==> src/prq_pkg.sv <==
// Shared types and codes for the priority ring event queue.
// No dependencies; compiled first.
`timescale 1ns / 1ps
`default_nettype none

package prq_pkg;

	// command codes; the fourth code means nothing and leaves the queue alone
	localparam logic [1:0] CMD_PUSH_BACK  = 2'd0;
	localparam logic [1:0] CMD_PUSH_FRONT = 2'd1;
	localparam logic [1:0] CMD_POP        = 2'd2;

	localparam int TYPE_W    = 16;
	localparam int PARAM_W   = 16;
	localparam int HANDLER_W = 8;
	localparam int WORD_W    = 32;
	localparam int FILL_W    = 5;

	typedef struct packed {
		logic [TYPE_W-1:0]    sig_type;
		logic [PARAM_W-1:0]   sig_param;
		logic [HANDLER_W-1:0] handler_id;
		logic [WORD_W-1:0]    data_word;
	} prq_entry_t;

	localparam int ENTRY_W = $bits(prq_entry_t);

	// per-item status that travels next to the popped entry
	typedef struct packed {
		logic              entry_valid;
		logic              overwrote;
		logic [FILL_W-1:0] fill_count;
	} prq_status_t;

endpackage

`default_nettype wire

==> src/prq_ifs.sv <==
// Valid/ready channel interfaces for command items and result items.
// Depends on prq_pkg.
`timescale 1ns / 1ps
`default_nettype none

interface prq_cmd_if;
	logic                             valid;
	logic                             ready;
	logic [1:0]                       command;
	logic [prq_pkg::TYPE_W-1:0]       sig_type;
	logic [prq_pkg::PARAM_W-1:0]      sig_param;
	logic [prq_pkg::HANDLER_W-1:0]    handler_id;
	logic [prq_pkg::WORD_W-1:0]       data_word;

	modport source (output valid, command, sig_type, sig_param, handler_id, data_word,
		input ready);
	modport sink (input valid, command, sig_type, sig_param, handler_id, data_word,
		output ready);
endinterface

interface prq_rsp_if;
	logic                             valid;
	logic                             ready;
	logic                             entry_valid;
	logic [prq_pkg::TYPE_W-1:0]       out_type;
	logic [prq_pkg::PARAM_W-1:0]      out_param;
	logic [prq_pkg::HANDLER_W-1:0]    out_handler;
	logic [prq_pkg::WORD_W-1:0]       out_word;
	logic                             overwrote;
	logic [prq_pkg::FILL_W-1:0]       fill_count;

	modport source (output valid, entry_valid, out_type, out_param, out_handler, out_word,
		overwrote, fill_count, input ready);
	modport sink (input valid, entry_valid, out_type, out_param, out_handler, out_word,
		overwrote, fill_count, output ready);
endinterface

`default_nettype wire

==> src/prq_ram.sv <==
// Generic single-write, single-read RAM with registered read data.
// No dependencies.
`timescale 1ns / 1ps
`default_nettype none

module prq_ram #(
	parameter int WIDTH = 8,
	parameter int DEPTH = 16
) (
	input  wire logic                     clk,
	input  wire logic                     wr_en,
	input  wire logic [$clog2(DEPTH)-1:0] wr_addr,
	input  wire logic [WIDTH-1:0]         wr_data,
	input  wire logic                     rd_en,
	input  wire logic [$clog2(DEPTH)-1:0] rd_addr,
	output logic      [WIDTH-1:0]         rd_data
);

	logic [WIDTH-1:0] mem_q [DEPTH];

	always_ff @(posedge clk) begin
		if (wr_en) begin
			mem_q[wr_addr] <= wr_data;
		end
		if (rd_en) begin
			rd_data <= mem_q[rd_addr];
		end
	end

endmodule

`default_nettype wire

==> src/prq_ctrl.sv <==
// Front/back pointers and fill count; decodes one command per accepted item.
// Depends on prq_pkg.
`timescale 1ns / 1ps
`default_nettype none

module prq_ctrl #(
	parameter int QUEUE_DEPTH = 16
) (
	input  wire logic                           clk,
	input  wire logic                           arst_n,
	input  wire logic                           accept,
	input  wire logic [1:0]                     command,
	output logic                                wr_en,
	output logic [$clog2(QUEUE_DEPTH)-1:0]      wr_addr,
	output logic                                rd_en,
	output logic [$clog2(QUEUE_DEPTH)-1:0]      rd_addr,
	output prq_pkg::prq_status_t                status
);
	import prq_pkg::*;

	localparam int IDX_W = $clog2(QUEUE_DEPTH);
	localparam int CNT_W = $clog2(QUEUE_DEPTH + 1);
	localparam logic [IDX_W-1:0] IDX_LAST = IDX_W'(QUEUE_DEPTH - 1);
	localparam logic [IDX_W-1:0] FRONT_RST = IDX_W'(1 % QUEUE_DEPTH);
	localparam logic [CNT_W-1:0] CNT_FULL = CNT_W'(QUEUE_DEPTH);

	logic [IDX_W-1:0] front_q, front_d, back_q, back_d;
	logic [CNT_W-1:0] count_q, count_d;
	logic [IDX_W-1:0] front_inc, front_dec, back_inc, back_dec;
	logic             full;

	assign full      = (count_q == CNT_FULL);
	assign front_inc = (front_q == IDX_LAST) ? '0 : front_q + IDX_W'(1);
	assign front_dec = (front_q == '0) ? IDX_LAST : front_q - IDX_W'(1);
	assign back_inc  = (back_q == IDX_LAST) ? '0 : back_q + IDX_W'(1);
	assign back_dec  = (back_q == '0) ? IDX_LAST : back_q - IDX_W'(1);
	assign rd_addr   = front_q;

	always_comb begin
		front_d            = front_q;
		back_d             = back_q;
		count_d            = count_q;
		wr_en              = 1'b0;
		wr_addr            = back_q;
		rd_en              = 1'b0;
		status.entry_valid = 1'b0;
		status.overwrote   = 1'b0;
		unique case (command)
			CMD_PUSH_BACK: begin
				// full: newest entry is replaced in place
				wr_en            = accept;
				status.overwrote = full;
				if (!full) begin
					back_d  = back_inc;
					count_d = count_q + CNT_W'(1);
				end
				wr_addr = back_d;
			end
			CMD_PUSH_FRONT: begin
				// full: newest entry drops off the back
				wr_en            = accept;
				wr_addr          = front_dec;
				front_d          = front_dec;
				status.overwrote = full;
				if (full) begin
					back_d = back_dec;
				end else begin
					count_d = count_q + CNT_W'(1);
				end
			end
			CMD_POP: begin
				if (count_q != '0) begin
					rd_en              = accept;
					status.entry_valid = 1'b1;
					front_d            = front_inc;
					count_d            = count_q - CNT_W'(1);
				end
			end
			default: begin
			end
		endcase
		status.fill_count = FILL_W'(count_d);
	end

	always_ff @(posedge clk or negedge arst_n) begin
		if (!arst_n) begin
			front_q <= FRONT_RST;
			back_q  <= '0;
			count_q <= '0;
		end else if (accept) begin
			front_q <= front_d;
			back_q  <= back_d;
			count_q <= count_d;
		end
	end

endmodule

`default_nettype wire

==> src/priority_ring_event_queue.sv <==
// Top level of the priority ring event queue: pointer control, entry RAM,
// result register. Depends on prq_pkg, prq_ifs, prq_ram and prq_ctrl.
//
// Usage:
//  - queue_req carries one command item: push at back, priority push at
//    front, or pop from front, with the entry fields used by the pushes.
//  - queue_rsp returns exactly one result item per command, in order: the
//    popped entry (zeros when nothing was popped), the overwrite flag, and
//    the fill count after the command (low five bits).
//  - Path: a result passes through the RAM read register (with the stage 1
//    status) and then the result register before it shows on queue_rsp.
//  - Throughput: one item per cycle while queue_rsp is not held. Pointers and
//    count update at the accept edge; the RAM takes at most one access per item.
//  - Stalls: while queue_rsp is held and a second result waits behind it,
//    queue_req.ready drops; no item is lost or repeated.
//  - Reset: arst_n clears pointers (front 1, back 0), the count and all valid
//    flags at once. The entry RAM is not cleared; a pop only reads entries
//    that were written, so no clearing pass is needed.
`timescale 1ns / 1ps
`default_nettype none

module priority_ring_event_queue #(
	parameter int QUEUE_DEPTH = 16
) (
	input  wire logic  clk,
	input  wire logic  arst_n,
	prq_cmd_if.sink    queue_req,
	prq_rsp_if.source  queue_rsp
);
	import prq_pkg::*;

	localparam int IDX_W = $clog2(QUEUE_DEPTH);

	logic             accept;
	logic             advance;
	logic             wr_en, rd_en;
	logic [IDX_W-1:0] wr_addr, rd_addr;
	prq_entry_t       wr_entry, rd_entry;
	prq_status_t      status;

	// stage 1: status beside the RAM read register
	logic        valid_s1;
	prq_status_t status_s1;

	// result register
	logic        rsp_valid_q;
	prq_status_t status_q;
	prq_entry_t  entry_q;

	assign advance         = valid_s1 && (!rsp_valid_q || queue_rsp.ready);
	assign queue_req.ready = !valid_s1 || advance;
	assign accept          = queue_req.valid && queue_req.ready;

	assign wr_entry.sig_type   = queue_req.sig_type;
	assign wr_entry.sig_param  = queue_req.sig_param;
	assign wr_entry.handler_id = queue_req.handler_id;
	assign wr_entry.data_word  = queue_req.data_word;

	prq_ctrl #(
		.QUEUE_DEPTH(QUEUE_DEPTH)
	) u_ctrl (
		.clk     (clk),
		.arst_n  (arst_n),
		.accept  (accept),
		.command (queue_req.command),
		.wr_en   (wr_en),
		.wr_addr (wr_addr),
		.rd_en   (rd_en),
		.rd_addr (rd_addr),
		.status  (status)
	);

	// read data holds while stage 1 stalls: no read is issued then
	prq_ram #(
		.WIDTH(ENTRY_W),
		.DEPTH(QUEUE_DEPTH)
	) u_entry_ram (
		.clk     (clk),
		.wr_en   (wr_en),
		.wr_addr (wr_addr),
		.wr_data (wr_entry),
		.rd_en   (rd_en),
		.rd_addr (rd_addr),
		.rd_data (rd_entry)
	);

	always_ff @(posedge clk or negedge arst_n) begin
		if (!arst_n) begin
			valid_s1    <= 1'b0;
			rsp_valid_q <= 1'b0;
		end else begin
			if (accept) begin
				valid_s1 <= 1'b1;
			end else if (advance) begin
				valid_s1 <= 1'b0;
			end
			if (advance) begin
				rsp_valid_q <= 1'b1;
			end else if (queue_rsp.ready) begin
				rsp_valid_q <= 1'b0;
			end
		end
	end

	always_ff @(posedge clk) begin
		if (accept) begin
			status_s1 <= status;
		end
		if (advance) begin
			status_q <= status_s1;
			entry_q  <= status_s1.entry_valid ? rd_entry : '0;
		end
	end

	assign queue_rsp.valid       = rsp_valid_q;
	assign queue_rsp.entry_valid = status_q.entry_valid;
	assign queue_rsp.overwrote   = status_q.overwrote;
	assign queue_rsp.fill_count  = status_q.fill_count;
	assign queue_rsp.out_type    = entry_q.sig_type;
	assign queue_rsp.out_param   = entry_q.sig_param;
	assign queue_rsp.out_handler = entry_q.handler_id;
	assign queue_rsp.out_word    = entry_q.data_word;

endmodule

`default_nettype wire

==> src/flat_wrapper.sv <==
// flat-port wrapper written by rule: the top's interface ports become plain ports
module priority_ring_event_queue_flat import prq_pkg::*;
#(
	parameter int QUEUE_DEPTH = 16
)
  (clk, arst_n, queue_req_valid, queue_req_command, queue_req_sig_type, queue_req_sig_param, queue_req_handler_id, queue_req_data_word, queue_req_ready, queue_rsp_valid, queue_rsp_entry_valid, queue_rsp_out_type, queue_rsp_out_param, queue_rsp_out_handler, queue_rsp_out_word, queue_rsp_overwrote, queue_rsp_fill_count, queue_rsp_ready);
  prq_cmd_if queue_req_i ();
  prq_rsp_if queue_rsp_i ();
  input  wire logic clk;
  input  wire logic arst_n;
  input wire logic [$bits(queue_req_i.valid)-1:0] queue_req_valid;
  input wire logic [$bits(queue_req_i.command)-1:0] queue_req_command;
  input wire logic [$bits(queue_req_i.sig_type)-1:0] queue_req_sig_type;
  input wire logic [$bits(queue_req_i.sig_param)-1:0] queue_req_sig_param;
  input wire logic [$bits(queue_req_i.handler_id)-1:0] queue_req_handler_id;
  input wire logic [$bits(queue_req_i.data_word)-1:0] queue_req_data_word;
  output wire logic [$bits(queue_req_i.ready)-1:0] queue_req_ready;
  output wire logic [$bits(queue_rsp_i.valid)-1:0] queue_rsp_valid;
  output wire logic [$bits(queue_rsp_i.entry_valid)-1:0] queue_rsp_entry_valid;
  output wire logic [$bits(queue_rsp_i.out_type)-1:0] queue_rsp_out_type;
  output wire logic [$bits(queue_rsp_i.out_param)-1:0] queue_rsp_out_param;
  output wire logic [$bits(queue_rsp_i.out_handler)-1:0] queue_rsp_out_handler;
  output wire logic [$bits(queue_rsp_i.out_word)-1:0] queue_rsp_out_word;
  output wire logic [$bits(queue_rsp_i.overwrote)-1:0] queue_rsp_overwrote;
  output wire logic [$bits(queue_rsp_i.fill_count)-1:0] queue_rsp_fill_count;
  input wire logic [$bits(queue_rsp_i.ready)-1:0] queue_rsp_ready;
  assign queue_req_i.valid = queue_req_valid;
  assign queue_req_i.command = queue_req_command;
  assign queue_req_i.sig_type = queue_req_sig_type;
  assign queue_req_i.sig_param = queue_req_sig_param;
  assign queue_req_i.handler_id = queue_req_handler_id;
  assign queue_req_i.data_word = queue_req_data_word;
  assign queue_req_ready = queue_req_i.ready;
  assign queue_rsp_valid = queue_rsp_i.valid;
  assign queue_rsp_entry_valid = queue_rsp_i.entry_valid;
  assign queue_rsp_out_type = queue_rsp_i.out_type;
  assign queue_rsp_out_param = queue_rsp_i.out_param;
  assign queue_rsp_out_handler = queue_rsp_i.out_handler;
  assign queue_rsp_out_word = queue_rsp_i.out_word;
  assign queue_rsp_overwrote = queue_rsp_i.overwrote;
  assign queue_rsp_fill_count = queue_rsp_i.fill_count;
  assign queue_rsp_i.ready = queue_rsp_ready;
  priority_ring_event_queue #(.QUEUE_DEPTH(QUEUE_DEPTH)) u_core (.clk(clk), .arst_n(arst_n), .queue_req(queue_req_i), .queue_rsp(queue_rsp_i));
endmodule
==> config.mk <==
export PLATFORM = sky130hd
export DESIGN_NAME = priority_ring_event_queue_flat
export DESIGN_NICKNAME = d
export VERILOG_FILES = /design/src/prq_pkg.sv /design/src/prq_ifs.sv /design/src/prq_ram.sv /design/src/prq_ctrl.sv /design/src/priority_ring_event_queue.sv /design/src/flat_wrapper.sv
export SDC_FILE = /design/constraint.sdc
export NUM_CORES = 1
export LEC_CHECK = 0
export BUFFER_PORTS_ARGS = -buffer_cell sky130_fd_sc_hd__buf_2
export CAP_MARGIN = 20
export CORE_ASPECT_RATIO = 1.1
export CORE_MARGIN = 5
export CORE_UTILIZATION = 35
export DETAILED_ROUTE_END_ITERATION = 12
export PLACE_DENSITY = 0.58
export SLEW_MARGIN = 20
export SYNTH_ARGS = -nofsm -noshare
export SYNTH_HDL_FRONTEND = slang
export SYNTH_SLANG_ARGS = --single-unit
==> constraint.sdc <==
create_clock -name clk -period 8.9 [get_ports clk]
set_input_delay 0.445 -clock clk [delete_from_list [all_inputs] [get_ports clk]]
set_output_delay 0.445 -clock clk [all_outputs]
set_load 0.01 [all_outputs]
Word level (Yosys, flattened, before mapping)
Memory sizes are Yosys's and may differ from the RTL's. A register that Yosys moved wholly into a read port is not among the register bits. Cells that the tools add are included.

Add/sub/neg operators: 6. Equal/unequal tests: 7. Multiplexer cells: 23. Reductions and logical operators: 17.

Operators with widths (number): $mux W4 (7); $pmux W4 S2 (3); $mux W1 (10); $mux W5 (2); $pmux W5 S2 (1); $add A4 B1 Y4 const B (2); $eq A4 B4 Y1 const B (2); $logic_not A4 Y1 (2); $reduce_bool A2 Y1 (4); $sub A4 B1 Y4 const B (2); $reduce_and A3 Y1 (2); $add A5 B1 Y5 const B (1); $eq A5 B5 Y1 const B (1); $reduce_bool A5 Y1 (1); $sub A5 B1 Y5 const B (1); $ne A2 B2 Y1 const B (2); $eq A2 B1 Y1 const B (1); $eq A2 B2 Y1 const B (1); $logic_and A1 B1 Y1 (2); $logic_not A1 Y1 (2); $logic_not A2 Y1 (1); $logic_or A1 B1 Y1 (2); $reduce_or A2 Y1 (1).

Register bits after elaboration: 101. RAM bits: 1152. Input bits: 78. Output and inout bits: 81. Logic and storage cells: 69. Memories: 1.

Memory list: u_core.u_entry_ram.mem_q (words 16, width 72, read ports 1, clocked after memory_dff 1, wr ports 1, line prq_ram.sv:19) `logic [WIDTH-1:0] mem_q [DEPTH];`.

Depth between registers and ports, before layout
Word-level depth: 8. Mapped depth: 11. Mapped depth without buffers: 7.

By module
A second synthesis with hierarchy kept.

Cells, all modules: 2178. Area total of the unflattened synthesis: 49767.7 um^2.

Modules (own cells, without submodules): prq_ram (times used 1, cells an instance 1850, area an instance 45270.9 um^2, seq. area each 36755.3 um^2); priority_ring_event_queue (times used 1, cells an instance 173, area an instance 3246.9 um^2, seq. area each 2632.5 um^2); prq_ctrl (times used 1, cells an instance 155, area an instance 1249.9 um^2, seq. area each 326.6 um^2).

Least setup slack after synthesis
Ideal clock, no wire load.

Kind: reg2reg. Start point: register u_core.u_ctrl.front_q[0] (netlist: u_core.u_ctrl.rd_addr[0]). End point: memory u_core.u_entry_ram.mem_q[6][0] in the netlist's numbering (enable). Library setup time: 0.591 ns. Arrival time: 7.002 ns. Data required time: 8.309 ns. Path slack: 1.307 ns. Stages on the path, launching flop included: 12. Buffers on the path: 4. Period minus slack after synthesis: 7.593 ns. Cells stage by stage: dfstp_2 > buf_4 > buf_6 > buf_6 > buf_4 > inv_1 > ha_1 > nor2_1 > a2111oi_2 > o31ai_1 > nand2_1 > nor3_1.

Word-level cells in the longest chain between the ends: 3. Elaborated cells between the ends (all ways): 4. Classes of those cells: add/sub: 1; mux: 2; reduce/logical: 1.

Ends and longest elaborated chain: start: declaration (line prq_ctrl.sv:27) `logic [IDX_W-1:0] front_q, front_d, back_q, back_d;`; start signal: assignment (line prq_ctrl.sv:91) `front_q <= front_d;`; $sub A4 B1 Y4 / $logic_not A4 Y1 (equally long branches) (line prq_ctrl.sv:34) `assign front_dec = (front_q == '0) ? IDX_LAST : front_q - IDX_W'(1);`; $mux W4 (*) (line prq_ctrl.sv:34); $pmux W4 S2 (*) (line prq_ctrl.sv:48) `unique case (command)`; end: declaration (line prq_ram.sv:19).

Every way passes the cells marked *; elsewhere a longest branch is shown, timed or not.

Final worst setup path
Start point: register u_core.u_ctrl.front_q[1] (netlist: u_core.u_ctrl.rd_addr[1]). End point: memory u_core.u_entry_ram.mem_q[0][58] in the netlist's numbering (enable).

The elaborated chain is that of the path after synthesis.

==> run_results.csv <==
group,metric,value,unit
worst_hold_path,hold_path.class,"input pin to flip-flop",
synth,synth-xor-area-share,0.122,%
clock_tree,clkSlewWorstSetupHoldPaths,60,ps
detailed_routing,initialDrtViolationCount,1830,
finish,fillers,12800,
critical_path,cp_top_family,"simple AND/OR/NAND/NOR gates",
power_and_ir_drop,ir_worst_vdd,0.217,mV
detailed_routing,wl_per_cell,24.4,um
critical_path,worstPathArrival,5500,ps
synth,synthAdderAreaFrac,0.174,%
critical_path,cp_cell_sequence,"inv_4, ha_1, nor2_1, a2111oi_2, o31ai_1, nand3_1, nor2_4, buf_4",
synth,synth_seq_cells,1325,
global_routing,grt_pass1_wl,168000,um
finish,syn2layout_area_growth,15.3,%
placement,post-place-ws,3670,ps
synth,synth_cell_types,58,
synth,ys.flop_type,"edfxtp_1",
global_routing,antenna_found_initial,17,
placement,hpwl,60600,um
finish,finalNetCount,2670,
floorplan,start_util,35.1,%
sta,skew,31.6,ps
synth,synthMuxAreaShare,13.0,%
sta,rsz0062_at_grt,"false",
critical_path,worst_ep_required_time,9270,ps
sta,whs,76.0,ps
sta,period_needed,5140,ps
power_and_ir_drop,p_total,0.0169,W
finish,layout_common_cells,"edfxtp_1 (1310), mux4_2 (289), nand2_1 (168)",
global_routing,grt_max_degree,151,
finish,drive_gt1_share,26.4,%
critical_path,start_kind,"flip-flop",
critical_path,cpPeakStageDelay,1110,ps
clock_tree,cts_root_buf,"clkbuf_16",
detailed_routing,routed_wl,113000,um
synth,synth_compound_area_share,2.71,%
finish,layout_commonest_cell,"edfxtp_1",
clock_tree,htreeDepth,4,
synth,synthArstFlopShare,1.13,%
synth,synth_top_family_by_area,"multiplexers",
sta,slew_violations,0,
synth,synth_seq_area_share,78.8,%
floorplan,die_h,408,um
synth,synth_simple_gate_area_share,3.87,%
placement,gp_congestion,0.763,
critical_path,critPathBufInv,2,
sta,relSlewSlack,23.6,%
detailed_routing,drc,0,
clock_tree,cts_tree,"done",
sta,final.setup.worst_slack,3760,ps
global_routing,grtUsageTotal,14.9,%
power_and_ir_drop,power_density,291,mW/mm^2
clock_tree,numCtsBuffers,137,
critical_path,crit_type,"flip-flop to flip-flop",
detailed_routing,firstDrtPassIters,5,
placement,port_buffers,158,
floorplan,num_io_pins,159,
detailed_routing,vias,23700,
synth,avgSynthCellArea,21.3,um^2
floorplan,die_w,372,um
floorplan,std_cell_rows,146,
floorplan,core,0.144,mm^2
critical_path,crit_path_top_delay_cell,"dfrtp_4",
sta,hold_violations,0,
synth,synthesis.nets,2451,
sta,fin_tns_setup,0,ps
synth,ys_warn_count,0,
job,cap_viol_max_count,0,
global_routing,grt_pass1_vias,25100,
detailed_routing,viasPerCell,5.13,
clock_tree,cts_resized,0,
critical_path,crit_fanout,74,
clock_tree,clk_latency,760,ps
detailed_routing,antenna_left,0,
clock_tree,cts.sinks,1325,
critical_path,end_kind,"flip-flop",
sta,max_freq,195,MHz
sta,fin_crit_sh,57.7,%
run_status,status,"finished, final reports clean",
synth,synth_edf_count,1310,
floorplan,dieArea,0.152,mm^2
synth,synth_area,0.0504,mm^2
synth,netlist_instances,2366,
clock_tree,clockBufferDepth,3,
global_routing,gr-total-overflow,0,
sta,worst_slew_pin_slew,1150,ps
power_and_ir_drop,p_leak,18.3,nW
sta,setup_viol,0,
## worst reg2reg max path, stage by stage (launching register included)
cell and delay, ps:
dfrtp_4 1110, inv_4 490, ha_1 420, nor2_1 180, a2111oi_2 100, o31ai_1 350
nand3_1 400, nor2_4 890, buf_4 770
## per-stage QoR
step,area (um^2),std cells,util [%]
after detailed placement,53400,4356,37.2
after global routing,58100,4611,40.4
after global placement,53400,4355,37.2
final,58100,4616,40.4
after CTS,58000,4608,40.4
after floorplan,50400,2366,-
## metal layers
metal | part of all wire [%] | track usage [%] | routed length (um)
met1 | 42 | 20.3 | 47800
met2 | 49 | 24.3 | 55600
met3 | 6.3 | 3.37 | 7100
met4 | 1.9 | 4.14 | 2140
met5 | 0.073 | 0 | 82
## synthesized netlist by cell type, drive strengths merged, types with 2 or more instances
| library cell | count | area share, % |
|---|---|---|
| xnor2 | 3 | 0.052 |
| dfrtp | 14 | 0.70 |
| o31ai | 2 | 0.030 |
| buf | 62 | 0.69 |
| o211ai | 4 | 0.060 |
| and2 | 146 | 1.8 |
| o21ai | 16 | 0.16 |
| nor3b | 3 | 0.045 |
| ha | 7 | 0.17 |
| nand2 | 168 | 1.3 |
| nor3 | 12 | 0.12 |
| a211oi | 72 | 1.1 |
| inv | 12 | 0.089 |
| a21oi | 13 | 0.13 |
| o22ai | 5 | 0.062 |
| and3 | 2 | 0.025 |
| nand2b | 7 | 0.087 |
| nand3 | 5 | 0.050 |
| mux4 | 289 | 13 |
| nor2b | 4 | 0.050 |
| a31oi | 75 | 0.93 |
| clkbuf | 72 | 0.54 |
| nor4b | 3 | 0.052 |
| edfxtp | 1310 | 78 |
| or3 | 2 | 0.025 |
| o31a | 2 | 0.035 |
| nor2 | 26 | 0.19 |
| xor2 | 4 | 0.070 |
## power breakdown
group          switching (W)  total, W  leakage (nW)  internal (W)
sequential          0.000269   0.00755          12.1       0.00728
combinational        0.00203   0.00371          4.09       0.00168
clock                0.00237   0.00564          2.14       0.00327
total                0.00467    0.0169          18.3        0.0122
## cells by family (layout without fill, tap and decap cells)
group	after synthesis	count (layout)
buf+inv	147	467
fa+ha+maj	7	7
compound gates	201	201
flops	1325	1325
simple gates	388	388
xor+xnor	7	7
mux	291	291
other cells	0	6
## registers in the layout (all words and copies together) (netlist names), 4 cells and up
| signal | flops |
|---|---|
| u_core.u_entry_ram.rd_data | 72 |
| u_core.u_ctrl.count_q | 5 |
| u_core.queue_rsp.out_handler | 8 |
| u_core.queue_rsp.out_type | 16 |
| u_core.queue_rsp.out_param | 16 |
| u_core.queue_rsp.out_word | 32 |
| u_core.queue_rsp.fill_count | 5 |
| u_core.status_s1 | 7 |
| u_core.u_entry_ram.mem_q | 1152 |
| u_core.u_ctrl.rd_addr | 4 |
| u_core.u_ctrl.back_q | 4 |
## final timing paths
path,start,end,slack [ps],depth (start not counted)
worst max-delay path,u_core.u_ctrl.rd_addr[1],u_core.u_entry_ram.mem_q[0][58],3760,8
worst min-delay path,queue_req_sig_param[11],u_core.u_entry_ram.mem_q[11][51],80,1
worst max register to register,u_core.u_ctrl.rd_addr[1],u_core.u_entry_ram.mem_q[0][58],3760,8
worst min register to register,u_core.status_s1[1],u_core.queue_rsp.fill_count[1],420,0
max in group asynchronous,arst_n,u_core.u_ctrl.rd_addr[2],8360,2
min in group asynchronous,arst_n,u_core.u_ctrl.count_q[3],170,2
## repair_timing
action	4_1_cts	5_1_grt
setup buffers	0	0
setup endpoints to repair	0	0
hold buffers	12	0
hold endpoints to repair	84	0
## final cells by class
class | count | area, um^2 | area share (%)
Sequential cell | 1325 | 39700 | 68.4
Multi-Input combinational cell | 894 | 10100 | 17.4
Clock buffer | 171 | 3640 | 6.27
Tap cell | 1924 | 2410 | 4.15
Timing Repair Buffer | 214 | 1330 | 2.28
Clock inverter | 69 | 787 | 1.36
Inverter | 13 | 53.8 | 0.0927
Antenna cell | 6 | 15.0 | 0.0259
No activity file was read; power rests on OpenSTA's default activity.
